### config.mk
export PLATFORM = sky130hd
export DESIGN_NAME = backlight_level_ramp
export DESIGN_NICKNAME = d
export VERILOG_FILES = /design/src/blr_pkg.sv /design/src/blr_div.sv /design/src/backlight_level_ramp.sv
export SDC_FILE = /design/constraint.sdc
export NUM_CORES = 1
export LEC_CHECK = 0
export BUFFER_PORTS_ARGS = -buffer_cell sky130_fd_sc_hd__buf_2
export CORE_MARGIN = 3
export CORE_UTILIZATION = 60
export CTS_CLUSTER_DIAMETER = 120
export DETAILED_ROUTE_END_ITERATION = 7
export PLACE_DENSITY_LB_ADDON = 0.05
export SYNTH_ARGS = -nofsm -noshare
export SYNTH_HDL_FRONTEND = slang
export SYNTH_SLANG_ARGS = --single-unit
### constraint.sdc
create_clock -name clk -period 13.7 [get_ports clk]
set_input_delay 0.685 -clock clk [delete_from_list [all_inputs] [get_ports clk]]
set_output_delay 0.685 -clock clk [all_outputs]
set_load 0.02 [all_outputs]
### src/blr_pkg.sv
`timescale 1ns / 1ps
`default_nettype none

package blr_pkg;

  // Field widths
  localparam int unsigned LEVEL_W = 6;
  localparam int unsigned PCT_W   = 7;
  localparam int unsigned ACT_W   = 2;

  // Divider operand widths: numerator up to 63*200+62, divisor up to 200
  localparam int unsigned NUM_W  = 14;
  localparam int unsigned DEN_W  = 8;
  localparam int unsigned QUOT_W = 7;
  localparam int unsigned CNT_W  = 3;

  localparam logic [PCT_W-1:0] STEP_PCT = 7'd10;
  localparam logic [PCT_W-1:0] FULL_PCT = 7'd100;
  localparam logic [NUM_W-1:0] PCT_ROUND = 14'd100;
  localparam logic [DEN_W-1:0] PCT_SCALE = 8'd200;
  localparam logic [LEVEL_W-1:0] SPLIT_LEVEL = 6'd10;

  typedef enum logic [ACT_W-1:0] {
    ACT_SET    = 2'd0,
    ACT_UP     = 2'd1,
    ACT_DOWN   = 2'd2,
    ACT_REPORT = 2'd3
  } action_t;

  typedef struct packed {
    logic              start;
    logic [NUM_W-1:0]  num;
    logic [DEN_W-1:0]  den;
  } div_req_t;

  typedef struct packed {
    logic              busy;
    logic              done;
    logic [QUOT_W-1:0] quot;
  } div_rsp_t;

endpackage

`default_nettype wire

### src/blr_div.sv
`timescale 1ns / 1ps
`default_nettype none

// Restoring divider, one quotient bit per cycle. The caller guarantees
// that the quotient fits in QUOT_W bits.
module blr_div (
  input  wire logic             clk,
  input  wire logic             rst_n,
  input  wire blr_pkg::div_req_t req,
  output blr_pkg::div_rsp_t     rsp
);
  import blr_pkg::*;

  logic [NUM_W-1:0]  rem_r, rem_nxt;
  logic [DEN_W-1:0]  den_r, den_nxt;
  logic [QUOT_W-1:0] quot_r, quot_nxt;
  logic [CNT_W-1:0]  cnt_r, cnt_nxt;
  logic              busy_r, busy_nxt;
  logic              done_r, done_nxt;
  logic [NUM_W:0]    trial;
  logic              fits;

  always_comb begin
    trial = {{(NUM_W+1-DEN_W){1'b0}}, den_r} << cnt_r;
    fits  = {1'b0, rem_r} >= trial;
  end

  always_comb begin
    rem_nxt  = rem_r;
    den_nxt  = den_r;
    quot_nxt = quot_r;
    cnt_nxt  = cnt_r;
    busy_nxt = busy_r;
    done_nxt = 1'b0;
    if (req.start) begin
      rem_nxt  = req.num;
      den_nxt  = req.den;
      quot_nxt = '0;
      cnt_nxt  = CNT_W'(QUOT_W - 1);
      busy_nxt = 1'b1;
    end else if (busy_r) begin
      // subtract the shifted divisor where it fits
      if (fits) begin
        rem_nxt = rem_r - trial[NUM_W-1:0];
      end
      quot_nxt = {quot_r[QUOT_W-2:0], fits};
      if (cnt_r == '0) begin
        busy_nxt = 1'b0;
        done_nxt = 1'b1;
      end else begin
        cnt_nxt = cnt_r - 1'b1;
      end
    end
  end

  always_ff @(posedge clk) begin
    if (!rst_n) begin
      busy_r <= 1'b0;
      done_r <= 1'b0;
      cnt_r  <= '0;
    end else begin
      busy_r <= busy_nxt;
      done_r <= done_nxt;
      cnt_r  <= cnt_nxt;
    end
    rem_r  <= rem_nxt;
    den_r  <= den_nxt;
    quot_r <= quot_nxt;
  end

  assign rsp.busy = busy_r;
  assign rsp.done = done_r;
  assign rsp.quot = quot_r;

`ifndef SYNTHESIS
  a_start_idle: assert property (@(posedge clk) disable iff (!rst_n)
    req.start |-> !busy_r)
    else $error("divider started while busy");

  a_done_ends: assert property (@(posedge clk) disable iff (!rst_n)
    done_r |-> !busy_r)
    else $error("divider done while still busy");

  a_cnt_range: assert property (@(posedge clk) disable iff (!rst_n)
    busy_r |-> (cnt_r <= CNT_W'(QUOT_W - 1)))
    else $error("divider bit count out of range");
`endif

endmodule

`default_nettype wire

### src/backlight_level_ramp.sv
`timescale 1ns / 1ps
`default_nettype none

// Backlight level ramp.
// Input channel (in_*): one command transaction - set percent, step up or
// down by 10 percent, or an external level report. Taken when in_valid is
// high and in_stall low; in_stall stays high while a command is in hand.
// Result channel (out_*): one transaction per level written on the way to
// the target (out_write_valid high, out_last on the final one), or a
// single transaction with out_write_valid low when nothing is written.
// Config channel (cfg_*): writes max_level; cfg_ready is always high.
// Write it only between commands.
// A ramp writes up to 63 levels, and the shared divider converts every
// written level to a percent.
// Reset (synchronous, rst_n low) clears max_level, the held level and
// percent, and empties the result register.
// A stall on the result side holds the result register; the sequencer
// waits in its emit state and no result is lost or repeated.
module backlight_level_ramp (
  input  wire logic                          clk,
  input  wire logic                          rst_n,

  input  wire logic                          in_valid,
  output      logic                          in_stall,
  input  wire logic [blr_pkg::ACT_W-1:0]     in_action,
  input  wire logic [blr_pkg::PCT_W-1:0]     in_percent,
  input  wire logic [blr_pkg::LEVEL_W-1:0]   in_reported_level,

  output      logic                          out_valid,
  input  wire logic                          out_stall,
  output      logic                          out_write_valid,
  output      logic [blr_pkg::LEVEL_W-1:0]   out_write_level,
  output      logic [blr_pkg::PCT_W-1:0]     out_percent_now,
  output      logic                          out_accepted,
  output      logic                          out_change_notice,
  output      logic                          out_last,

  input  wire logic                          cfg_valid,
  output      logic                          cfg_ready,
  input  wire logic [blr_pkg::LEVEL_W-1:0]   cfg_max_level
);
  import blr_pkg::*;

  typedef enum logic [2:0] {
    S_IDLE,
    S_DECIDE,
    S_TGT_WAIT,
    S_NUDGE,
    S_STEP,
    S_PCT_START,
    S_PCT_WAIT,
    S_EMIT
  } state_t;

  // what the percent conversion feeds into
  typedef enum logic [1:0] {
    M_REPORT,
    M_HOLD,
    M_RAMP
  } mode_t;

  typedef struct packed {
    logic               write_valid;
    logic [LEVEL_W-1:0] write_level;
    logic [PCT_W-1:0]   percent_now;
    logic               accepted;
    logic               change_notice;
    logic               last;
  } result_t;

  state_t             state_r, state_nxt;
  mode_t              mode_r, mode_nxt;
  logic [LEVEL_W-1:0] max_level_r, max_level_nxt;
  logic [LEVEL_W-1:0] level_r, level_nxt;
  logic [PCT_W-1:0]   held_pct_r, held_pct_nxt;
  logic [PCT_W-1:0]   pct_r, pct_nxt;
  logic [ACT_W-1:0]   act_r, act_nxt;
  logic [PCT_W-1:0]   in_pct_r, in_pct_nxt;
  logic [LEVEL_W-1:0] rep_r, rep_nxt;
  logic               up_r, up_nxt;
  logic [LEVEL_W-1:0] target_r, target_nxt;
  result_t            pend_r, pend_nxt;
  result_t            out_r, out_nxt;
  logic               out_valid_r, out_valid_nxt;

  div_req_t           div_req;
  div_rsp_t           div_rsp;

  logic [LEVEL_W-1:0] divr;          // d: max below 10, else max - 1
  logic [PCT_W:0]     held_plus;
  logic [PCT_W-1:0]   req_pct;
  logic [PCT_W-1:0]   mul_a;
  logic [DEN_W-1:0]   mul_b;
  logic [14:0]        product;
  logic [LEVEL_W-1:0] nudged;
  logic               slot_free;
  logic               in_take;

  blr_div u_div (
    .clk   (clk),
    .rst_n (rst_n),
    .req   (div_req),
    .rsp   (div_rsp)
  );

  assign in_stall  = (state_r != S_IDLE);
  assign in_take   = in_valid && !in_stall;
  assign cfg_ready = 1'b1;
  assign slot_free = !out_valid_r || !out_stall;

  always_comb begin
    divr = (max_level_r < SPLIT_LEVEL) ? max_level_r : max_level_r - 1'b1;

    // requested percent for this command
    held_plus = {1'b0, held_pct_r} + {1'b0, STEP_PCT};
    case (action_t'(act_r))
      ACT_SET:  req_pct = in_pct_r;
      ACT_UP:   req_pct = (held_plus > {1'b0, FULL_PCT}) ? FULL_PCT : held_plus[PCT_W-1:0];
      ACT_DOWN: req_pct = (held_pct_r > STEP_PCT) ? held_pct_r - STEP_PCT : '0;
      default:  req_pct = held_pct_r;
    endcase

    // shared multiplier: 2*p*d for percent-to-level, lvl*200 for the reverse
    if (state_r == S_DECIDE) begin
      mul_a = req_pct;
      mul_b = {1'b0, divr, 1'b0};
    end else begin
      mul_a = {1'b0, level_r};
      mul_b = PCT_SCALE;
    end
    product = {8'b0, mul_a} * {7'b0, mul_b};

    // one-step nudge when the target lands on the held level
    nudged = target_r;
    if (target_r == level_r) begin
      if (up_r) begin
        if (target_r < max_level_r) nudged = target_r + 1'b1;
      end else begin
        if (target_r != '0) nudged = target_r - 1'b1;
      end
    end
  end

  always_comb begin
    state_nxt     = state_r;
    mode_nxt      = mode_r;
    max_level_nxt = max_level_r;
    level_nxt     = level_r;
    held_pct_nxt  = held_pct_r;
    pct_nxt       = pct_r;
    act_nxt       = act_r;
    in_pct_nxt    = in_pct_r;
    rep_nxt       = rep_r;
    up_nxt        = up_r;
    target_nxt    = target_r;
    pend_nxt      = pend_r;
    out_nxt       = out_r;
    out_valid_nxt = out_valid_r;
    div_req.start = 1'b0;
    div_req.num   = product[NUM_W-1:0] + PCT_ROUND;
    div_req.den   = PCT_SCALE;

    if (cfg_valid && cfg_ready) begin
      max_level_nxt = cfg_max_level;
    end

    // drain the result register
    if (out_valid_r && !out_stall) begin
      out_valid_nxt = 1'b0;
    end

    case (state_r)
      S_IDLE: begin
        if (in_take) begin
          act_nxt    = in_action;
          in_pct_nxt = in_percent;
          rep_nxt    = in_reported_level;
          state_nxt  = S_DECIDE;
        end
      end

      S_DECIDE: begin
        if (action_t'(act_r) == ACT_REPORT) begin
          level_nxt = rep_r;
          mode_nxt  = M_REPORT;
          state_nxt = S_PCT_START;
        end else if (max_level_r <= 6'd1) begin
          // refuse: control unsupported
          pend_nxt  = '{1'b0, level_r, held_pct_r, 1'b0, 1'b0, 1'b1};
          state_nxt = S_EMIT;
        end else if (req_pct == held_pct_r) begin
          pend_nxt  = '{1'b0, level_r, held_pct_r, 1'b1, 1'b0, 1'b1};
          state_nxt = S_EMIT;
        end else begin
          up_nxt = req_pct > held_pct_r;
          if (req_pct > FULL_PCT) begin
            target_nxt = max_level_r;
            state_nxt  = S_NUDGE;
          end else begin
            // level = (2*p*d + 100) / 200
            div_req.start = 1'b1;
            state_nxt     = S_TGT_WAIT;
          end
        end
      end

      S_TGT_WAIT: begin
        if (div_rsp.done) begin
          target_nxt = div_rsp.quot[LEVEL_W-1:0];
          state_nxt  = S_NUDGE;
        end
      end

      S_NUDGE: begin
        target_nxt = nudged;
        if (nudged == level_r) begin
          mode_nxt  = M_HOLD;
          state_nxt = S_PCT_START;
        end else begin
          state_nxt = S_STEP;
        end
      end

      S_STEP: begin
        // advance one level toward the target
        level_nxt = (target_r > level_r) ? level_r + 1'b1 : level_r - 1'b1;
        mode_nxt  = M_RAMP;
        state_nxt = S_PCT_START;
      end

      S_PCT_START: begin
        if (level_r > max_level_r) begin
          pct_nxt   = FULL_PCT;
          state_nxt = S_EMIT;
        end else if (max_level_r == '0) begin
          pct_nxt   = '0;
          state_nxt = S_EMIT;
        end else begin
          // percent = (lvl*200 + d) / (2*d)
          div_req.start = 1'b1;
          div_req.num   = product[NUM_W-1:0] + {{(NUM_W-LEVEL_W){1'b0}}, divr};
          div_req.den   = {1'b0, divr, 1'b0};
          state_nxt     = S_PCT_WAIT;
        end
        if (state_nxt == S_EMIT) begin
          held_pct_nxt = pct_nxt;
          pend_nxt     = '{mode_r == M_RAMP, level_r, pct_nxt, 1'b1,
                           mode_r == M_REPORT,
                           (mode_r != M_RAMP) || (level_r == target_r)};
        end
      end

      S_PCT_WAIT: begin
        if (div_rsp.done) begin
          pct_nxt      = div_rsp.quot;
          held_pct_nxt = div_rsp.quot;
          pend_nxt     = '{mode_r == M_RAMP, level_r, div_rsp.quot, 1'b1,
                           mode_r == M_REPORT,
                           (mode_r != M_RAMP) || (level_r == target_r)};
          state_nxt    = S_EMIT;
        end
      end

      S_EMIT: begin
        // hold until the result register is free
        if (slot_free) begin
          out_nxt       = pend_r;
          out_valid_nxt = 1'b1;
          state_nxt     = pend_r.last ? S_IDLE : S_STEP;
        end
      end

      default: begin
        state_nxt = S_IDLE;
      end
    endcase
  end

  always_ff @(posedge clk) begin
    if (!rst_n) begin
      state_r     <= S_IDLE;
      mode_r      <= M_HOLD;
      max_level_r <= '0;
      level_r     <= '0;
      held_pct_r  <= '0;
      out_valid_r <= 1'b0;
    end else begin
      state_r     <= state_nxt;
      mode_r      <= mode_nxt;
      max_level_r <= max_level_nxt;
      level_r     <= level_nxt;
      held_pct_r  <= held_pct_nxt;
      out_valid_r <= out_valid_nxt;
    end
    pct_r    <= pct_nxt;
    act_r    <= act_nxt;
    in_pct_r <= in_pct_nxt;
    rep_r    <= rep_nxt;
    up_r     <= up_nxt;
    target_r <= target_nxt;
    pend_r   <= pend_nxt;
    out_r    <= out_nxt;
  end

  assign out_valid         = out_valid_r;
  assign out_write_valid   = out_r.write_valid;
  assign out_write_level   = out_r.write_level;
  assign out_percent_now   = out_r.percent_now;
  assign out_accepted      = out_r.accepted;
  assign out_change_notice = out_r.change_notice;
  assign out_last          = out_r.last;

`ifndef SYNTHESIS
  a_wait_div: assert property (@(posedge clk) disable iff (!rst_n)
    (state_r == S_PCT_WAIT || state_r == S_TGT_WAIT) |-> (div_rsp.busy || div_rsp.done))
    else $error("waiting on an idle divider");

  a_step_moves: assert property (@(posedge clk) disable iff (!rst_n)
    (state_r == S_STEP) |-> (level_r != target_r))
    else $error("ramp step with level already at target");

  a_nowrite_last: assert property (@(posedge clk) disable iff (!rst_n)
    (out_valid_r && !out_r.write_valid) |-> out_r.last)
    else $error("result without a write is not the final one");
`endif

endmodule

`default_nettype wire
[Word level (Yosys, flattened, before mapping)]
Cells that the tools add are included.
Word-level totals
  flip-flop bits (word level): 122
  bits in latches: 0
  bits of input ports: 26
  RAM bits: 0
  ROM bits: 0
  memories: 0
  word-level logic and storage cells: 199
  output and inout bits: 20
Operators by class
  add/sub/neg operators: 11
  bitwise gates (word level): 7
  $mul: 1
  order comparisons: 10
  divide/modulo/power cells: 0
  eq/ne operators: 30
  reduce and logical (&&, ||, !) cells: 38
  multiplexer cells: 69
  shift-type cells: 1
Operators with widths (number)
  $mux W17: 5
  $mux W6: 12
  $pmux W17 S3: 1
  $mux W7: 7
  $mux W23: 2
  $mux W14: 3
  $mux W3: 12
  $pmux W7 S2: 2
  $pmux W3 S8: 1
  $mux W22: 1
  $pmux W7 S3: 1
  $eq A6 B6 Y1: 3
  $ne A2 B2 Y1 const B: 9
  $pmux W6 S3: 1
  $sub A6 B1 Y6 const B: 3
  $eq A3 B3 Y1 const B: 5
  $ge A14 B15 Y1: 1
  $mux W1: 15
  $shl A8 B3 Y15: 1
  $add A14 B6 Y14: 1
  $add A14 B7 Y14 const B: 1
  $mul A7 B8 Y14: 1
  $reduce_and A2 Y1: 7
  $sub A14 B14 Y14: 1
  other kinds (40): 71

[Longest topological paths before layout]
Gate-level depths: netlist of run 1.
  word-level depth: 12
  mapped depth: 28
  depth with buffers taken out: 27

[Cells and area by module]
A second synthesis of run 1 with hierarchy kept.
Unflattened totals
  cells, all modules: 1094
  area total of the unflattened synthesis: 9848.2 um^2
Modules (own cells, without submodules)
  backlight_level_ramp: seq. area each 2392.3 um^2, area an instance 7417.1 um^2, times used 1, cells each 835
  blr_div: seq. area each 900.9 um^2, area an instance 2431.1 um^2, times used 1, cells each 259

[Least setup slack after synthesis of run 1]
Ideal clock, no wire load.
  path kind: flip-flop to flip-flop
  from: register held_pct_r[1]
  to: register u_div.rem_r[10], data pin
  setup slack: 6.997 ns
  cell stages (with the launch flop): 27
  arrival time: 6.443 ns
  period minus slack after synthesis: 6.703 ns
  required time: 13.439 ns
  buffers on the path: 1
  library setup time: 0.261 ns
  path through: dfxtp_1 > buf_6 > inv_1 > ha_1 > a2111oi_1 > nor4_2 > or4b_4 > nand2_1 > inv_1 > a21oi_1 > nor2_1 > fa_1 > inv_1 > fa_1 > inv_1 > fa_1 > inv_1 > fa_1 > inv_1 > ha_1 > and3_1 > a211o_1 > xor2_1 > nand3b_1 > a2111oi_0 > xor2_1 > mux2i_1
Between the ends
  longest elaborated chain between the ends: 11
  elaborated cells between the ends (all ways): 22
  those cells by class: add/sub (4); mul (1); order compare (3); eq/ne (1); mux (13)
RTL lines
  from (decl): line backlight_level_ramp.sv:75  | logic [PCT_W-1:0] held_pct_r, held_pct_nxt;
  from (signal assigned): line backlight_level_ramp.sv:292  | held_pct_r <= held_pct_nxt;
  $add A7 B4 Y8: line backlight_level_ramp.sv:115  | held_plus = {1'b0, held_pct_r} + {1'b0, STEP_PCT};
  $gt A8 B7 Y1: line backlight_level_ramp.sv:118  | ACT_UP: req_pct = (held_plus > {1'b0, FULL_PCT}) ? FULL_PCT : held_plus[PCT_W-1:0];
  $mux W7: line backlight_level_ramp.sv:118
  $pmux W7 S3: line backlight_level_ramp.sv:116  | case (action_t'(act_r))
  $mux W7 or $gt A7 B7 Y1 (tied branches): line backlight_level_ramp.sv:124, backlight_level_ramp.sv:196
  $mul A7 B8 Y14 or $mux W1 (tied branches): line backlight_level_ramp.sv:131, backlight_level_ramp.sv:196
  $add A14 B6 Y14, or another cell as far along: line backlight_level_ramp.sv:241  | div_req.num = product[NUM_W-1:0] + {{(NUM_W-LEVEL_W){1'b0}}, divr};
  $mux W23 or $mux W1 (tied branches): line backlight_level_ramp.sv:235, backlight_level_ramp.sv:187
  $mux W23 or $mux W1 (tied branches): line backlight_level_ramp.sv:232, backlight_level_ramp.sv:183
  $mux W22 or $pmux W1 S2 (tied branches): line backlight_level_ramp.sv:172  | case (state_r)
  $mux W14 (*): line blr_div.sv:35  | if (req.start) begin
  via u_div.rem_nxt[10]: line blr_div.sv:14  | logic [NUM_W-1:0] rem_r, rem_nxt;
  to (signal assigned): line blr_div.sv:66  | rem_r <= rem_nxt;
  to (decl): line blr_div.sv:14
Mark *: on every way through the listed nets, which the timed path passes. The rest lies on a longest branch.
A chain may end at the register's enable or synchronous reset.

[Final worst setup path of run 1]
Same ends and word-level chain as after synthesis.

==> flow_summary.ini, run 1 <==
[timing]
worst_pin_slew_ns = 1.10
fmaxAchievable_ghz = 0.135
period_share_pct = 53.9
clock_skew_ns = 0.0112
hold_viol_final = 0
rsz0062_at_grt = false
drv_slew = 0
min_period_ns = 7.39
tns_ns = 0
maxSlewHeadroom_pct = 26.6
setup_viol = 0

[worst_setup_path]
cp_num_buf_inv = 6
critPathSlowestCell = fa_1
cpLargestDelayFamily = adder cells
crit_top_cell = inv_1
cp_slowest_stage_delay_ns = 0.54
cp_max_fo = 11
arrival_ns = 7.54
end_kind = flip-flop
path_class = flip-flop to flip-flop
crit_path_start_kind = flip-flop
crit_required_ns = 13.85

[yosys]
avgSynthCellArea_um2 = 9.08
synth_edf_count = 84
ys_async_sr_fraction_pct = 0
syn_area_um2 = 9480
yosys_warnings = 0
yosys_most_used_dff = edfxtp_1
ys_seq_elements = 121
ys_types = 73
syn_inst = 1043
seq_area_frac_synth_pct = 34.4
syn-num-nets = 1182

[route]
num_vias = 7760
drt_first_pass_iters = 6
avgViaCountPerCell = 5.99
first_iter_violations = 796
wire_per_inst_um = 17.3
drc = 0
routed_wirelength_mm = 22.5
drt.antenna.violating_nets = 0

[clock_network]
root_buffer = clkbuf_16
cts.sinks = 121
cts_made_buffers = 17
h-tree-depth = 4
cts_resized = 0
clk_pin_slew_ns = 0.05
cts_hold_buf = 0
worstSkewPairLatency_ns = 0.42
cts_buffer_depth = 2
post_cts_buffers = 0
cts_tree = done

[floorplan]
dieArea_um2 = 17300
row_count = 45
die_y_um = 132
ioPinCount = 46
initial_utilization_pct = 61.9
core_area_um2 = 15300
die_w_um = 132

[layout]
n_fill_cell = 1284
antennaDiodeCount = 0
syn2layout_area_growth_pct = 9.86
drive_gt1_share_pct = 9.03
finalNetCount = 1211

[global_routing]
antenna_found_initial = 0
grt_pass1_wl_mm = 36.2
track_usage_pct = 26.2
first_global_vias = 6903
grt-ovfl-total = 0
grt_max_degree = 34

[worst_hold_path]
hp-class = flip-flop to flip-flop

[pwr]
ir_drop_mv = 0.165
clockPowerShare_pct = 19.8
p_leak_nw = 4.24
p_per_area_nw_per_um2 = 215
p_sw_uw = 969
comb_power_share_pct = 52.3
p_int_mw = 1.27
totalPowerFinal_mw = 2.23
seq_power_share_pct = 27.8
power.share.switching_pct = 43.4

[place]
port-buffer-count = 44
place_hpwl_mm = 17.2
place_congestion = 0.965

[job]
cap_violations = 0

[outcome]
outcome = completed
## cell families after synthesis
group                    synth area share, %
AO/OA/AOI/OAI                           17.8
XOR/XNOR                                4.34
adder cells (fa/ha/maj)                 16.9
buffers and inverters                   5.06
flip-flops                              34.4
multiplexers                            4.58
other                                 0.0396
AND/OR/NAND/NOR                         16.8
## cells in the final DEF (no fill, tap or decap), types with 13 or more instances in the layout
cell type / Yosys / routed
nor2_1: 104 / 104
nand2_1: 101 / 101
ha_1: 88 / 88
edfxtp_1: 84 / 84
inv_1: 75 / 75
a21oi_1: 71 / 71
o21ai_0: 62 / 62
buf_2: 2 / 44
mux2i_1: 40 / 40
dfxtp_1: 37 / 37
xnor2_1: 32 / 32
fa_1: 25 / 25
nand3_1: 24 / 24
nor3_1: 21 / 21
nand2b_1: 19 / 19
a21o_1: 19 / 19
clkbuf_16: 0 / 17
nor2b_1: 16 / 16
xor2_1: 15 / 15
o21a_1: 13 / 13
o211ai_1: 13 / 13
## layout make-up
cell class	instances	area (um^2)	share of cell area [%]
clock buffers	19	443	4.25
flip-flops and latches	121	3260	31.3
repair buffers	52	280	2.69
well taps	211	264	2.54
multi-input cells	804	5730	55.1
clock inverters	13	141	1.36
inverters	76	285	2.74
## cells in the mapped netlist (all sizes together) (8+ instances only)
master | instances | area (um^2)
nor2 | 104 | 390
a21o | 19 | 143
and3 | 12 | 75.1
dfxtp | 37 | 741
nor3 | 21 | 105
edfxtp | 84 | 2520
fa | 25 | 500
a211oi | 12 | 90.1
o21ai | 67 | 347
nand3 | 24 | 120
nor2b | 16 | 100
o211ai | 14 | 110
nand2b | 19 | 119
a21oi | 72 | 364
clkbuf | 32 | 120
xnor2 | 32 | 280
nor4 | 10 | 68.8
ha | 88 | 1100
inv | 75 | 282
buf | 10 | 73.8
a31oi | 11 | 83.8
o21a | 13 | 97.6
nand2 | 101 | 379
mux2i | 40 | 400
xor2 | 15 | 131
and2 | 8 | 50.1
## per-stage QoR
step | instance area (um^2) | setup WS, ns | hold slack [ns] | instances | utilization (%)
2_1_floorplan | 9480 | 7.00 | 0.400 | 1043 | -
3_3_place_gp | 9830 | 6.54 | 0.401 | 1264 | 64.2
3_5_place_dp | 9830 | 6.35 | 0.405 | 1264 | 64.2
4_1_cts | 10400 | 6.33 | 0.417 | 1296 | 68.0
5_1_grt | 10400 | 5.73 | 0.418 | 1296 | 68.0
6_report | 10400 | 6.31 | 0.417 | 1296 | 68.0
## power by group through the flow
stage,logic [mW],registers (mW),clock network (mW)
final,1.17,0.622,0.443
after global routing,1.32,0.633,0.463
after CTS,1.16,0.619,0.446
after detailed placement,1.16,0.625,0
after global placement,1.14,0.625,0
after floorplan,0.945,0.567,0
## layer usage
layer  vias up  routed length, um  GRT usage (%)
li1       3807                  -              -
met2       304               9590           38.4
met3        34               1760           6.13
met4         0                465           7.53
met5         -                  0              0
met1      3615              10700           38.8
## final timing paths
| path | startpoint | end | slack [ns] | cells after the start |
|---|---|---|---|---|
| setup / recovery | held_pct_r[1] | u_div.rem_r[10] | 6.31 | 25 |
| hold / removal | pend_r[3] | out_percent_now[0] | 0.42 | 0 |
| setup reg to reg | held_pct_r[1] | u_div.rem_r[10] | 6.31 | 25 |
| hold reg to reg | pend_r[3] | out_percent_now[0] | 0.42 | 0 |
## sequential cells by signal (all words and copies together), names as in the netlist, 2 cells and up
signal	flops
level_r	6
out_percent_now	7
pct_r	7
u_div.rem_r	14
mode_r	2
act_r	2
in_pct_r	7
u_div.quot_r	7
u_div.den_r	7
target_r	6
max_level_r	6
rep_r	6
held_pct_r	7
state_r	3
out_write_level	6
pend_r	17
u_div.cnt_r	3
Power figures use the tool's default switching activity.
==> inputs of run 2 (changes only) <==
ABC_AREA = 1   (was unset)
clock period = 7.26 ns   (was 13.7 ns; I/O delays follow)
==> flow_summary.ini, run 2 <==
[outcome]
outcome = completed

[place]
post-place-cells = 1456
place_congestion = 0.951
pre_cts_slack_ns = 0.717
port-buffer-count = 44
place_hpwl_mm = 17.4

[worst_setup_path]
crit_path_start_kind = flip-flop
critPathSlowestCell = fa_1
cp_slowest_stage_delay_ns = 0.53
crit_top_cell = nand2_1
cp_max_fo = 7
r2r_start = held_pct_r[1]
crit_required_ns = 7.42
startpoint = held_pct_r[1]
path_class = flip-flop to flip-flop
r2r-end = u_div.rem_r[13]
arrival_ns = 6.83
r2r_cells = 37
r2r_slack_ns = 0.59
end_kind = flip-flop

[timing]
setup_viol = 0
fmaxAchievable_ghz = 0.150
clock_skew_ns = 0.0105
setup_ws_ns = 0.592
rsz0062_at_grt = false
period_share_pct = 91.8
maxSlewHeadroom_pct = 37.7
drv_slew = 0
hold_viol_final = 0
worst_pin_slew_ns = 0.932
min_period_ns = 6.67
tns_ns = 0

[worst_hold_path]
min_to = in_pct_r[5]
whs_path_depth = 1
hp-start = in_percent[5]
hp-class = input port to flip-flop

[global_routing]
grt_pass1_wl_mm = 37.2
grt_max_degree = 33
track_usage_pct = 26.3
antenna_found_initial = 0
grt-ovfl-total = 0
first_global_vias = 7611

[yosys]
syn_inst = 1220
ys_async_sr_fraction_pct = 0
netlist.area_leader.share_pct = 26.3
ys_seq_elements = 120
yosys-top-cells-area = edfxtp_1 26%, ha_1 12%, nand2_1 11%, dfxtp_1 7.8%, inv_1 7.1%
yosysMostFrequentCell = nand2_1
ys_types = 45
avgSynthCellArea_um2 = 7.78
syn-num-nets = 1359
syn_area_um2 = 9490
yosys_warnings = 0
yosys_most_used_dff = edfxtp_1
seq_area_frac_synth_pct = 34.1
synth_edf_count = 83
synthTopCellsByCount = 276 x nand2_1, 180 x inv_1, 122 x nor2_1
synth_top_cell_by_area = edfxtp_1

[floorplan]
core_area_um2 = 15300
row_count = 45
initial_utilization_pct = 62.0
die_y_um = 132
die_w_um = 132
ioPinCount = 46
dieArea_um2 = 17400

[layout]
finalNetCount = 1403
final_cell_mix = 276 x nand2_1, 180 x inv_1, 122 x nor2_1
syn2layout_area_growth_pct = 10.7
regArea_um2 = 3230
multi_input_area_um2 = 5430
final_common_cell = nand2_1
antennaDiodeCount = 0
drive_gt1_share_pct = 8.61
final_cells = 1488
n_fill_cell = 1314
largest_reg_flops = 17
reg_top3 = pend_r: 17 flops, u_div.rem_r: 13 flops
largest_register = pend_r

[route]
avgViaCountPerCell = 5.48
drt.antenna.violating_nets = 0
drc = 0
num_vias = 8152
first_iter_violations = 667
wire_per_inst_um = 14.9
routed_wirelength_mm = 22.2
drt_first_pass_iters = 5

[clock_network]
h-tree-depth = 4
cts_made_buffers = 17
worstSkewPairLatency_ns = 0.42
cts_tree = done
cts_buffer_depth = 2
clk_pin_slew_ns = 0.06
cts.sinks = 120
cts_hold_buf = 0
root_buffer = clkbuf_16

[pwr]
totalPowerFinal_mw = 5.44
p_leak_nw = 5.05
p_per_area_nw_per_um2 = 518
ir_drop_mv = 0.288

[job]
cap_violations = 0
[run 2: cell count changes after synthesis, moves of 12 or more]
| cell | previous run | this run |
|---|---|---|
| a21o_1 | 19 | 1 |
| nor2_1 | 104 | 122 |
| inv_1 | 75 | 180 |
| nor2b_1 | 16 | 0 |
| nand2b_1 | 19 | 0 |
| clkbuf_1 | 32 | 15 |
| nand3_1 | 24 | 75 |
| o221ai_1 | 1 | 15 |
| xor2_1 | 15 | 40 |
| and3_1 | 12 | 0 |
| xnor2_1 | 32 | 11 |
| mux2i_1 | 40 | 1 |
| nand2_1 | 101 | 276 |
| o21ai_0 | 62 | 77 |
[run 2: kinds of logic after synthesis]
group / after synthesis / synth area share [%]
AND/OR/NAND/NOR: 520 / 23.3
buffers and inverters: 213 / 8.74
AO/OA/AOI/OAI: 201 / 12.1
flip-flops: 120 / 34.1
adder cells (fa/ha/maj): 113 / 16.9
XOR/XNOR: 51 / 4.71
other: 1 / 0.0395
multiplexers: 1 / 0.106
[run 2: area by class of cell]
type	instances	share of cell area, %
clock buffer	17	4.05
sequential	120	30.8
tap	211	2.51
timing repair buffer	48	2.38
inverter	190	6.79
multi-input combinational	887	51.7
clock inverter	15	1.81
[run 2: repair_timing]
action / 4_1_cts / 5_1_grt
gates resized for setup: 0 / 1
buffers inserted: 0 / 0
endpoints found under the setup margin: 0 / 1
[run 2: per-layer routing]
layer | track usage, % | vias up | wire, um
met5 | 0 | - | 0
met4 | 7.41 | 0 | 320
met3 | 4.54 | 28 | 1560
met2 | 39.7 | 282 | 9840
met1 | 39.3 | 3713 | 10500
li1 | - | 4129 | -
[run 2: how the worst max path moves through the flow]
stage / to / slack [ns] / depth (start not counted)
finish: u_div.rem_r[13] / 0.59 / 37
global route: u_div.rem_r[13] / 0.007 / 37
CTS: u_div.rem_r[13] / 0.65 / 37
detailed placement: u_div.rem_r[13] / 0.72 / 37
global placement: u_div.rem_r[13] / 0.84 / 34
floorplan: u_div.rem_r[13] / 1.36 / 37
[run 2: where the power goes]
group	internal (mW)	leakage [nW]	switching, mW
registers	1.08	1.07	0.210
clock network	0.547	0.295	0.328
logic	1.18	3.69	2.09
[run 2: stage by stage]
step / util (%) / hold slack [ns] / instance area (um^2)
4_1_cts: 68.6 / 0.0991 / 10500
2_1_floorplan: - / 0.400 / 9490
3_5_place_dp: 64.6 / 0.405 / 9890
3_3_place_gp: 64.6 / 0.401 / 9890
6_report: 68.6 / 0.114 / 10500
5_1_grt: 68.6 / 0.0980 / 10500
[run 2: critical path, delay by kind of cell (launching register included)]
family | cells | cell delay (ns)
XOR/XNOR | 1 | 0.21
AND/OR/NAND/NOR | 17 | 1.71
flip-flops | 1 | 0.42
adder cells (fa/ha/maj) | 6 | 2.74
AO/OA/AOI/OAI | 4 | 0.67
buffers and inverters | 9 | 0.66
